--- config.mk ---
export PLATFORM = sky130hd
export DESIGN_NAME = json_string_unescaper_core
export DESIGN_NICKNAME = d
export VERILOG_FILES = /design/src/design/jsu_pkg.sv /design/src/design/json_string_unescaper_core.sv /design/src/design/jsu_front.sv /design/src/design/jsu_queue.sv /design/src/design/jsu_back.sv
export SDC_FILE = /design/constraint.sdc
export NUM_CORES = 1
export LEC_CHECK = 0
export ABC_AREA = 1
export CORE_ASPECT_RATIO = 0.8
export CORE_UTILIZATION = 40
export DETAILED_ROUTE_END_ITERATION = 10
export DONT_BUFFER_PORTS = 1
export PLACE_DENSITY_LB_ADDON = 0.25
export SKIP_CTS_REPAIR_TIMING = 1
export SYNTH_ARGS = -nofsm -noshare
export SYNTH_HDL_FRONTEND = slang
export SYNTH_SLANG_ARGS = --single-unit
--- constraint.sdc ---
create_clock -name i_clk -period 3.7 [get_ports i_clk]
set_input_delay 0 -clock i_clk [delete_from_list [all_inputs] [get_ports i_clk]]
set_output_delay 0 -clock i_clk [all_outputs]
set_load 0.02 [all_outputs]
--- src/design/jsu_pkg.sv ---
package jsu_pkg;

    // job queue between classifier and serializer
    localparam int QDepth = 4;
    localparam int QAw    = $clog2(QDepth);

    typedef enum logic [2:0] {
        ST_OK         = 3'd0,
        ST_BAD_LETTER = 3'd1,
        ST_TRUNCATED  = 3'd2,
        ST_BAD_HEX    = 3'd3,
        ST_RAW_RANGE  = 3'd4
    } t_status;

    typedef enum logic [2:0] {
        PH_TEXT = 3'b001,
        PH_ESC  = 3'b010,
        PH_HEX  = 3'b100
    } t_phase;

    // one job: up to three output words; n_extra is the word count minus one
    typedef struct packed {
        logic [1:0] n_extra;
        logic [7:0] b0;
        logic [7:0] b1;
        logic [7:0] b2;
        t_status    status;
        logic       last;
    } t_job;

    localparam logic [7:0] ChQuote     = 8'h22;
    localparam logic [7:0] ChBackslash = 8'h5C;
    localparam logic [7:0] ChSlash     = 8'h2F;
    localparam logic [7:0] ChB         = 8'h62;
    localparam logic [7:0] ChF         = 8'h66;
    localparam logic [7:0] ChN         = 8'h6E;
    localparam logic [7:0] ChR         = 8'h72;
    localparam logic [7:0] ChT         = 8'h74;
    localparam logic [7:0] ChU         = 8'h75;

    localparam logic MODE_UTF8 = 1'b0;

    // {valid, value}
    function automatic logic [4:0] hex_digit(input logic [7:0] c);
        logic [4:0] r;
        r = '0;
        if (c inside {[8'h30:8'h39]}) begin
            r = {1'b1, 4'(c - 8'h30)};
        end else if (c inside {[8'h61:8'h66]}) begin
            r = {1'b1, 4'(c - 8'h57)};
        end else if (c inside {[8'h41:8'h46]}) begin
            r = {1'b1, 4'(c - 8'h37)};
        end
        return r;
    endfunction

    function automatic t_job single_job(input logic [7:0] b, input logic last);
        t_job j;
        j.n_extra = 2'd0;
        j.b0      = b;
        j.b1      = '0;
        j.b2      = '0;
        j.status  = ST_OK;
        j.last    = last;
        return j;
    endfunction

    function automatic t_job error_job(input t_status st);
        t_job j;
        j        = single_job(8'h00, 1'b1);
        j.status = st;
        return j;
    endfunction

    // expansion of a complete \u code
    function automatic t_job code_job(input logic [15:0] code, input logic mode,
                                      input logic last);
        t_job j;
        j = single_job(code[7:0], last);
        if (code[15:7] == '0) begin
            if (code[7:0] == ChQuote) begin
                j.n_extra = 2'd1;
                j.b0      = ChBackslash;
                j.b1      = ChQuote;
            end
        end else if (mode != MODE_UTF8) begin
            if (code[15:8] != '0) begin
                j = error_job(ST_RAW_RANGE);
            end
        end else if (code[15:11] == '0) begin
            j.n_extra = 2'd1;
            j.b0      = {3'b110, code[10:6]};
            j.b1      = {2'b10, code[5:0]};
        end else begin
            j.n_extra = 2'd2;
            j.b0      = {4'b1110, code[15:12]};
            j.b1      = {2'b10, code[11:6]};
            j.b2      = {2'b10, code[5:0]};
        end
        return j;
    endfunction

endpackage

--- src/design/json_string_unescaper_core.sv ---
// path: jobs are written into the job queue, and their words leave through the output register
// throughput: one input byte per cycle; the serializer sends one word per cycle while the output is ready,
// so a utf-8 code of two or three words holds the input back once the 4-entry job queue fills
// reset: synchronous active-low i_rst_n clears escape state, drop flag, queue and
// output valid; the mode register returns to utf-8 conversion
module json_string_unescaper_core (
    input  logic        i_clk,
    input  logic        i_rst_n,
    // input words
    input  logic        i_in_valid,
    output logic        o_in_ready,
    input  logic [7:0]  i_in_byte,
    input  logic        i_in_last,
    // result words
    output logic        o_out_valid,
    input  logic        i_out_ready,
    output logic [7:0]  o_out_byte,
    output logic [2:0]  o_status,
    output logic        o_out_last,
    // mode register
    input  logic        i_cfg_we,
    input  logic        i_cfg_data
);

    logic          accept;
    logic          push;
    jsu_pkg::t_job push_job;
    logic          q_full;
    logic          q_valid;
    jsu_pkg::t_job head_job;
    logic          pop;

    // input is taken whenever the job queue has room, independent of the output side
    assign o_in_ready = !q_full;
    assign accept     = i_in_valid && o_in_ready;

    // front: escape tracking, hex collection and building of at most one job per byte
    jsu_front u_front (
        .i_clk      (i_clk),
        .i_rst_n    (i_rst_n),
        .i_accept   (accept),
        .i_in_byte  (i_in_byte),
        .i_in_last  (i_in_last),
        .i_cfg_we   (i_cfg_we),
        .i_cfg_data (i_cfg_data),
        .o_push     (push),
        .o_job      (push_job)
    );

    // short queue so a stalled output does not stop byte intake at once
    jsu_queue u_queue (
        .i_clk   (i_clk),
        .i_rst_n (i_rst_n),
        .i_push  (push),
        .i_job   (push_job),
        .i_pop   (pop),
        .o_full  (q_full),
        .o_valid (q_valid),
        .o_job   (head_job)
    );

    // back: sends the one to three words of each job through the output register
    jsu_back u_back (
        .i_clk       (i_clk),
        .i_rst_n     (i_rst_n),
        .i_q_valid   (q_valid),
        .i_job       (head_job),
        .o_pop       (pop),
        .o_out_valid (o_out_valid),
        .i_out_ready (i_out_ready),
        .o_out_byte  (o_out_byte),
        .o_status    (o_status),
        .o_out_last  (o_out_last)
    );

endmodule

--- src/design/jsu_front.sv ---
module jsu_front (
    input  logic            i_clk,
    input  logic            i_rst_n,
    input  logic            i_accept,
    input  logic [7:0]      i_in_byte,
    input  logic            i_in_last,
    input  logic            i_cfg_we,
    input  logic            i_cfg_data,
    output logic            o_push,
    output jsu_pkg::t_job   o_job
);

    jsu_pkg::t_phase r_phase, n_phase;
    logic [1:0]      r_digits, n_digits;
    logic [11:0]     r_accum, n_accum;
    logic            r_dropping, n_dropping;
    logic            r_mode;
    logic [4:0]      hex;

    assign hex = jsu_pkg::hex_digit(i_in_byte);

    always_comb begin
        n_phase    = r_phase;
        n_digits   = r_digits;
        n_accum    = r_accum;
        n_dropping = r_dropping;
        o_push     = 1'b0;
        o_job      = jsu_pkg::single_job(i_in_byte, i_in_last);
        if (i_accept) begin
            if (r_dropping) begin
                if (i_in_last) begin
                    n_dropping = 1'b0;
                    n_phase    = jsu_pkg::PH_TEXT;
                    n_digits   = '0;
                    n_accum    = '0;
                end
            end else begin
                n_phase  = jsu_pkg::PH_TEXT;
                n_digits = '0;
                n_accum  = '0;
                case (r_phase)
                    jsu_pkg::PH_ESC: begin
                        o_push = 1'b1;
                        case (i_in_byte)
                            jsu_pkg::ChQuote, jsu_pkg::ChBackslash, jsu_pkg::ChSlash: ;
                            jsu_pkg::ChB: o_job.b0 = 8'h08;
                            jsu_pkg::ChF: o_job.b0 = 8'h0C;
                            jsu_pkg::ChN: o_job.b0 = 8'h0A;
                            jsu_pkg::ChR: o_job.b0 = 8'h0D;
                            jsu_pkg::ChT: o_job.b0 = 8'h09;
                            jsu_pkg::ChU: begin
                                if (i_in_last) begin
                                    o_job = jsu_pkg::error_job(jsu_pkg::ST_TRUNCATED);
                                end else begin
                                    o_push  = 1'b0;
                                    n_phase = jsu_pkg::PH_HEX;
                                end
                            end
                            default: o_job = jsu_pkg::error_job(jsu_pkg::ST_BAD_LETTER);
                        endcase
                    end
                    jsu_pkg::PH_HEX: begin
                        o_push = 1'b1;
                        if (!hex[4]) begin
                            o_job = jsu_pkg::error_job(jsu_pkg::ST_BAD_HEX);
                        end else if (r_digits != 2'd3) begin
                            if (i_in_last) begin
                                o_job = jsu_pkg::error_job(jsu_pkg::ST_TRUNCATED);
                            end else begin
                                o_push   = 1'b0;
                                n_phase  = jsu_pkg::PH_HEX;
                                n_digits = r_digits + 2'd1;
                                n_accum  = {r_accum[7:0], hex[3:0]};
                            end
                        end else begin
                            o_job = jsu_pkg::code_job({r_accum, hex[3:0]}, r_mode,
                                                      i_in_last);
                        end
                    end
                    default: begin
                        // normal text
                        o_push = 1'b1;
                        if (i_in_byte == jsu_pkg::ChBackslash) begin
                            if (i_in_last) begin
                                o_job = jsu_pkg::error_job(jsu_pkg::ST_TRUNCATED);
                            end else begin
                                o_push  = 1'b0;
                                n_phase = jsu_pkg::PH_ESC;
                            end
                        end
                    end
                endcase
                if (o_push && o_job.status != jsu_pkg::ST_OK) begin
                    n_dropping = !i_in_last;
                end
            end
        end
    end

    always_ff @(posedge i_clk) begin
        if (!i_rst_n) begin
            r_phase    <= jsu_pkg::PH_TEXT;
            r_digits   <= '0;
            r_accum    <= '0;
            r_dropping <= 1'b0;
            r_mode     <= 1'b0;
        end else begin
            r_phase    <= n_phase;
            r_digits   <= n_digits;
            r_accum    <= n_accum;
            r_dropping <= n_dropping;
            if (i_cfg_we) begin
                r_mode <= i_cfg_data;
            end
        end
    end

endmodule

--- src/design/jsu_queue.sv ---
module jsu_queue (
    input  logic            i_clk,
    input  logic            i_rst_n,
    input  logic            i_push,
    input  jsu_pkg::t_job   i_job,
    input  logic            i_pop,
    output logic            o_full,
    output logic            o_valid,
    output jsu_pkg::t_job   o_job
);

    jsu_pkg::t_job            r_mem [jsu_pkg::QDepth];
    logic [jsu_pkg::QAw-1:0]  r_wr, r_rd;
    logic [jsu_pkg::QAw:0]    r_cnt;
    logic                     do_push, do_pop;

    assign o_full  = (r_cnt == (jsu_pkg::QAw + 1)'(jsu_pkg::QDepth));
    assign o_valid = (r_cnt != '0);
    assign o_job   = r_mem[r_rd];
    assign do_push = i_push && !o_full;
    assign do_pop  = i_pop && o_valid;

    always_ff @(posedge i_clk) begin
        if (do_push) begin
            r_mem[r_wr] <= i_job;
        end
    end

    always_ff @(posedge i_clk) begin
        if (!i_rst_n) begin
            r_wr  <= '0;
            r_rd  <= '0;
            r_cnt <= '0;
        end else begin
            if (do_push) begin
                r_wr <= r_wr + 1'b1;
            end
            if (do_pop) begin
                r_rd <= r_rd + 1'b1;
            end
            if (do_push && !do_pop) begin
                r_cnt <= r_cnt + 1'b1;
            end else if (do_pop && !do_push) begin
                r_cnt <= r_cnt - 1'b1;
            end
        end
    end

endmodule

--- src/design/jsu_back.sv ---
module jsu_back (
    input  logic            i_clk,
    input  logic            i_rst_n,
    input  logic            i_q_valid,
    input  jsu_pkg::t_job   i_job,
    output logic            o_pop,
    output logic            o_out_valid,
    input  logic            i_out_ready,
    output logic [7:0]      o_out_byte,
    output logic [2:0]      o_status,
    output logic            o_out_last
);

    logic [1:0]  r_idx;
    logic        r_valid;
    logic [7:0]  r_byte, n_byte;
    logic [2:0]  r_status;
    logic        r_last;
    logic        load, last_piece;

    assign load       = i_q_valid && (!r_valid || i_out_ready);
    assign last_piece = (r_idx == i_job.n_extra);
    assign o_pop      = load && last_piece;

    always_comb begin
        case (r_idx)
            2'd0:    n_byte = i_job.b0;
            2'd1:    n_byte = i_job.b1;
            default: n_byte = i_job.b2;
        endcase
    end

    always_ff @(posedge i_clk) begin
        if (load) begin
            r_byte   <= n_byte;
            r_status <= i_job.status;
            r_last   <= last_piece && i_job.last;
        end
    end

    always_ff @(posedge i_clk) begin
        if (!i_rst_n) begin
            r_idx   <= '0;
            r_valid <= 1'b0;
        end else begin
            if (load) begin
                r_valid <= 1'b1;
                r_idx   <= last_piece ? 2'd0 : r_idx + 2'd1;
            end else if (i_out_ready) begin
                r_valid <= 1'b0;
            end
        end
    end

    assign o_out_valid = r_valid;
    assign o_out_byte  = r_byte;
    assign o_status    = r_status;
    assign o_out_last  = r_last;

endmodule

==> impl_metrics.toml, run 1 <==
[yosys]
synth-compound-area-share_pct = 14.27
synthMuxAreaShare_pct = 0
syn_area_um2 = 7197
yosysWarnings = 0
ys.flop_type = "edfxtp_1"
ys_types = 48
synthArstFlopShare_pct = 0
synthXorXnorAreaFrac_pct = 0.2434
synth-adder-area-share_pct = 2.364
synth_top_family_by_area = "simple AND/OR/NAND/NOR gates"
syn_nets = 792
yosysSeqAreaShare_pct = 58.69
syn_avg_cell_area_um2 = 9.420
synthCells = 764
synthSimpleGateAreaFrac_pct = 18.57
synth-edff-count = 120
yosys_register_bits = 151

[pwr]
pwr-share-seq_pct = 44.6
p_int_w = 0.003501
combPwrFrac_pct = 22.3
power_w = 0.005227
ir_worst_vdd_mv = 0.3044
switching_power_w = 0.001726
p_sw_share_pct = 33.02
powerDensity_nw_per_um2 = 640.8
clkPwrFrac_pct = 33.1
p_leak_nw = 2.935

[sta]
slew_violations = 0
finalSetupTns_ns = 0
fin_crit_sh_pct = 75.24
hold_violations = 3
relSlewSlack_pct = 51.71
fmax_mhz = 359.2
worst_slack_ns = 0.9160
setup_viol = 0
fin_crit_ns = 2.784
clock_skew_ns = 0.008266
whs_ns = -0.01892
rsz0062_at_grt = "no"
tightest_slew_ns = 0.7167

[final_layout]
area_delta_synth_final_pct = 13.35
nFillCells = 1580
fin_cells = 1014
final_cell_mix = "142 x nand2_1, 120 x edfxtp_1, 101 x nor2_1"
antenna_cells = 0
mostFrequentLayoutCell = "nand2_1"
final_nets = 804
fin_util_pct = 46.65
drive_gt1_share_pct = 9.506

[cts]
path_clk_slew_ns = 0.06
cts_tree = "done"
root_buffer = "clkbuf_16"
insertion_delay_ns = 0.42
cts-htree-levels = 4
cts_sinks = 151
cts_buffers = 17
cts_max_path_buffers = 2

[route]
drt-initial-drc-count = 526
drc = 8
post_drt_wl_per_cell_um = 17.40
wl_mm = 17.64
firstDrtPassIters = 8
vias = 5501
postRouteAntennaNets = 0
vias_per_cell = 5.425

[status]
status = "finished, violations left"
violations = "DRC, hold timing"

[die]
row_count = 43
core_um2 = 17490
pin_count = 29
initial_core_util_pct = 41.16
die_area_um2 = 18540
die_w_um = 152.0
die_h_um = 122.0

[setup_path]
cp_max_fo = 13
crit_type = "reg2reg"
cp.required_ns = 3.89
cp-start-kind = "flop"
end_kind = "flop"
cp.arrival_ns = 2.97

[place]
dp.cells = 970
dp.final_hpwl_mm = 11.58
place_congestion = 0.9189
numPortBuffers = 0
dpl_worst_slack_ns = 0.9784

[global_routing]
first_global_vias = 5210
antenna_found_initial = 0
grt_pass1_wl_mm = 27.83
grt-ovfl-total = 0
grt_max_degree = 52
grt.total_usage_pct = 19.96

[job]
drv_cap = 0

[worst_hold_path]
min_path_type = "in2reg"
logic make-up (layout without fill, tap and decap cells):
logic type / after synthesis / after routing
flops: 151 / 151
compound gates: 185 / 185
fa+ha+maj: 13 / 13
xor+xnor: 2 / 2
buf+inv: 109 / 134
simple gates: 304 / 304
metal layers:
metal / wire, um / vias up / part of all wire, % / GRT usage (%)
li1: - / 2655 / - / -
met1: 8575 / 2687 / 49 / 27.35
met2: 7984 / 143 / 45 / 32.03
met3: 875 / 16 / 5.0 / 4.198
met4: 209 / 0 / 1.2 / 5.995
met5: 0 / - / 0 / 0
cell usage after synthesis, types with 3 or more instances:
cell type    n  area share [%]
a21oi_1     51             3.5
a22oi_1      4            0.42
a31oi_1      7            0.61
buf_2        4            0.28
clkbuf_1    24             1.3
dfxtp_1     31             8.6
edfxtp_1   120              50
ha_1        12             2.1
inv_1       72             3.8
inv_2        6            0.31
nand2_1    142             7.4
nand2_2      4            0.35
nand3_1     26             1.8
nand4_1      4            0.35
nor2_1     105             5.5
nor2_2       3            0.26
nor3_2       4            0.56
o21ai_0     76             5.3
o21ai_1      6            0.42
o22ai_1     25             2.2
final timing paths:
path,start,to,depth (start not counted),slack (ns)
setup / recovery,u_queue.r_cnt[1],u_queue.r_mem[2][6],11,0.92
hold / removal,i_in_byte[2],u_front.r_accum[2],5,-0.02
setup reg to reg,u_queue.r_cnt[1],u_queue.r_mem[2][6],11,0.92
hold reg to reg,u_front.r_accum[10],u_front.r_accum[10],2,0.47
critical path: stages (launching register included):
cell     delay [ns]
dfxtp_1        0.35
inv_1          0.08
nand3_1        0.27
nand2_1        0.12
nor2_1         0.11
buf_4          0.18
inv_1          0.23
nor2_1         0.20
inv_1          0.09
nor3_2         0.37
inv_1          0.20
nor3_1         0.34
power by group through the flow:
stage | Sequential, W | Combinational, W | Clock (W)
floorplan | 0.00235 | 0.000806 | 0
detailed placement | 0.00237 | 0.00116 | 0
global placement | 0.00236 | 0.00114 | 0
finish | 0.00233 | 0.00117 | 0.00173
global route | 0.00235 | 0.00133 | 0.00182
CTS | 0.00233 | 0.00116 | 0.00175
state kept, by name, indices dropped and copies added, names as in the netlist, named ones only:
signal and flops:
u_front.r_accum 12, u_back.r_idx 2, u_back.o_out_valid 1, u_back.o_out_last 1, u_queue.r_cnt 3, u_back.o_out_byte 8
u_back.o_status 3, u_front.r_digits 2, u_queue.r_wr 2, u_front.r_dropping 1, u_queue.r_mem 108, u_queue.r_rd 2
u_front.r_phase 3, u_front.r_mode 1
cell type report:
class / count / area, um^2 / share of cell area [%]
clock inverters: 15 / 163.9 / 2.009
clock buffers: 17 / 425.4 / 5.215
repair buffers: 22 / 195.2 / 2.393
multi-input cells: 504 / 2567 / 31.47
flip-flops and latches: 151 / 4224 / 51.78
well taps: 225 / 281.5 / 3.451
inverters: 80 / 300.3 / 3.681
through the flow:
step / instance area [um^2] / hold slack (ns)
finish: 8158 / -0.01892
global route: 8158 / 0.01135
CTS: 8038 / -0.3656
detailed placement: 7448 / 0.07836
global placement: 7448 / 0.07269
floorplan: 7197 / 0.1386
Power figures use the tool's default switching activity.
==> run 2: changes to the inputs <==
==> constraint.sdc (replaced) <==
create_clock -name i_clk -period 2.6 [get_ports i_clk]
set_input_delay 0 -clock i_clk [delete_from_list [all_inputs] [get_ports i_clk]]
set_output_delay 0 -clock i_clk [all_outputs]
set_load 0.02 [all_outputs]
==> run 2 against run 1 <==
Against the previous run:
- the flow still finishes with violations (DRC, hold timing)
- core utilization is 0.76 points higher
- clock power is 33% higher
- global-route usage is 0.46 points higher
- routed wire length is 1.8% higher
- setup slack worse by 0.69 ns
- largest power group unchanged
- sequential power is 42% higher
- critical path type unchanged
- via count is 0.89% higher
- flip-flop and latch count stayed put
- total power is 42% higher
==> impl_metrics.toml, run 2 (synthesis gave the netlist of run 1 again) <==
[pwr]
switching_power_w = 0.002451
power_w = 0.007417
p_sw_share_pct = 33.05
clkPwrFrac_pct = 31.0
combPwrFrac_pct = 24.2
p_int_w = 0.004966
powerDensity_nw_per_um2 = 894.7
pwr-share-seq_pct = 44.8
ir_worst_vdd_mv = 0.4149
p_leak_nw = 3.006

[die]
initial_core_util_pct = 41.16
core_um2 = 17490
die_w_um = 152.0
pin_count = 29
die_h_um = 122.0
die_area_um2 = 18540
row_count = 43

[sta]
clock_skew_ns = 0.01027
rsz0062_at_grt = "no"
fin_crit_ns = 2.377
tightest_slew_ns = 0.6442
relSlewSlack_pct = 56.91
hold_violations = 5
fin_crit_sh_pct = 91.42
fmax_mhz = 420.7
slew_violations = 0
setup_viol = 0
whs_ns = -0.02198

[status]
violations = "DRC, hold timing"
status = "finished, violations left"

[route]
drc = 9
firstDrtPassIters = 8
post_drt_wl_per_cell_um = 17.47
postRouteAntennaNets = 0
vias = 5550
wl_mm = 17.96
vias_per_cell = 5.399
drt-initial-drc-count = 421

[final_layout]
fin_cells = 1028
final_cell_mix = "142 x nand2_1, 120 x edfxtp_1, 101 x nor2_1"
antenna_cells = 0
fin_util_pct = 47.41
largest_reg_flops = 108
nFillCells = 1610
area.sequential_um2 = 4225
mostFrequentLayoutCell = "nand2_1"
drive_gt1_share_pct = 11.08
multi_input_area_um2 = 2574
final_nets = 819
area_delta_synth_final_pct = 15.19
largest_register = "u_queue.r_mem"

[global_routing]
grt.total_usage_pct = 20.42
grt_pass1_wl_mm = 28.57
antenna_found_initial = 0
grt-ovfl-total = 0
grt_max_degree = 49
first_global_vias = 5404

[setup_path]
cp.required_ns = 2.94
crit_top_cell = "nor2_1"
crit_type = "reg2reg"
path_cells = "inv_1, nor3_4, nor2_1, nand2_1, nor2_1, a21oi_2, nand2_2, inv_1, ha_1, inv_1, fa_1, nor2_1, nor2_1, nand2_1, o21ai_0, a21oi_1"
slowest_delay_ns = 0.40
cp-start-kind = "flop"
cp_max_fo = 6
cp.arrival_ns = 2.72
slowest_stage = "dfxtp_1"
rr_worst_depth = 16
end_kind = "flop"

[cts]
cts_sinks = 151
cts-htree-levels = 4
cts_max_path_buffers = 2
path_clk_slew_ns = 0.06
cts_buffers = 17
insertion_delay_ns = 0.42
cts_tree = "done"
root_buffer = "clkbuf_16"

[worst_hold_path]
min_path_type = "in2reg"
min_path_cells = 5

[job]
drv_cap = 0

[place]
dp.final_hpwl_mm = 12.08
place_congestion = 0.9161
dp.cells = 985
numPortBuffers = 0
## run 2: changes by cell type in the layout (fill, tap and decap cells not counted), sizes merged
| cell | delta |
|---|---|
| bufinv | -1 |
| clkinvlp | -1 |
| clkbuf | +1 |
| buf | +15 |
| inv | -3 |
| clkinv | +3 |
## run 2: worst paths after layout
check                 startpoint                  end  slack, ns
max           u_front.r_phase[2]     u_queue.r_cnt[2]       0.22
min                 i_in_byte[2]   u_front.r_accum[2]      -0.02
max reg2reg   u_front.r_phase[2]     u_queue.r_cnt[2]       0.22
min reg2reg  u_front.r_accum[10]  u_front.r_accum[10]       0.46
## run 2: worst max-delay path: cells and delay by family, from the launching register on
kind / cells / cell delay, ns
AO/OA/AOI/OAI: 3 / 0.37
adder cells (fa/ha/maj): 2 / 0.51
buffers and inverters: 3 / 0.21
flip-flops: 1 / 0.40
AND/OR/NAND/NOR: 8 / 0.83
## run 2: layer usage
metal / up-vias / GRT usage [%] / share of wire, %
li1: 2686 / - / -
met1: 2686 / 27.88 / 48
met2: 163 / 32.81 / 45
met3: 15 / 4.660 / 5.8
met4: 0 / 5.612 / 0.90
met5: - / 0 / 0
## run 2: stage by stage
step / setup TNS [ns] / worst slack (ns) / instance area, um^2
3_5_place_dp: 0 / 0.1334 / 7611
3_3_place_gp: 0 / 0.3048 / 7611
6_report: 0 / 0.2231 / 8290
2_1_floorplan: -20.22 / -0.1872 / 7203
5_1_grt: 0 / 0.002950 / 8290
4_1_cts: 0 / 0.1286 / 8163
## run 2: area by class of cell
type / instances / area share (%)
Sequential cell: 151 / 50.97
Clock buffer: 18 / 5.177
Multi-Input combinational cell: 504 / 31.04
Inverter: 80 / 3.622
Tap cell: 225 / 3.396
Clock inverter: 13 / 1.479
Timing Repair Buffer: 37 / 4.316
## run 2: power by group through the flow
stage	Clock [W]	Combinational [W]	Sequential, W
2_1_floorplan	0	0.00116	0.00334
4_1_cts	0.00234	0.00179	0.00332
3_3_place_gp	0	0.00174	0.00336
3_5_place_dp	0	0.00178	0.00337
6_report	0.00230	0.00180	0.00332
5_1_grt	0.00245	0.00202	0.00335
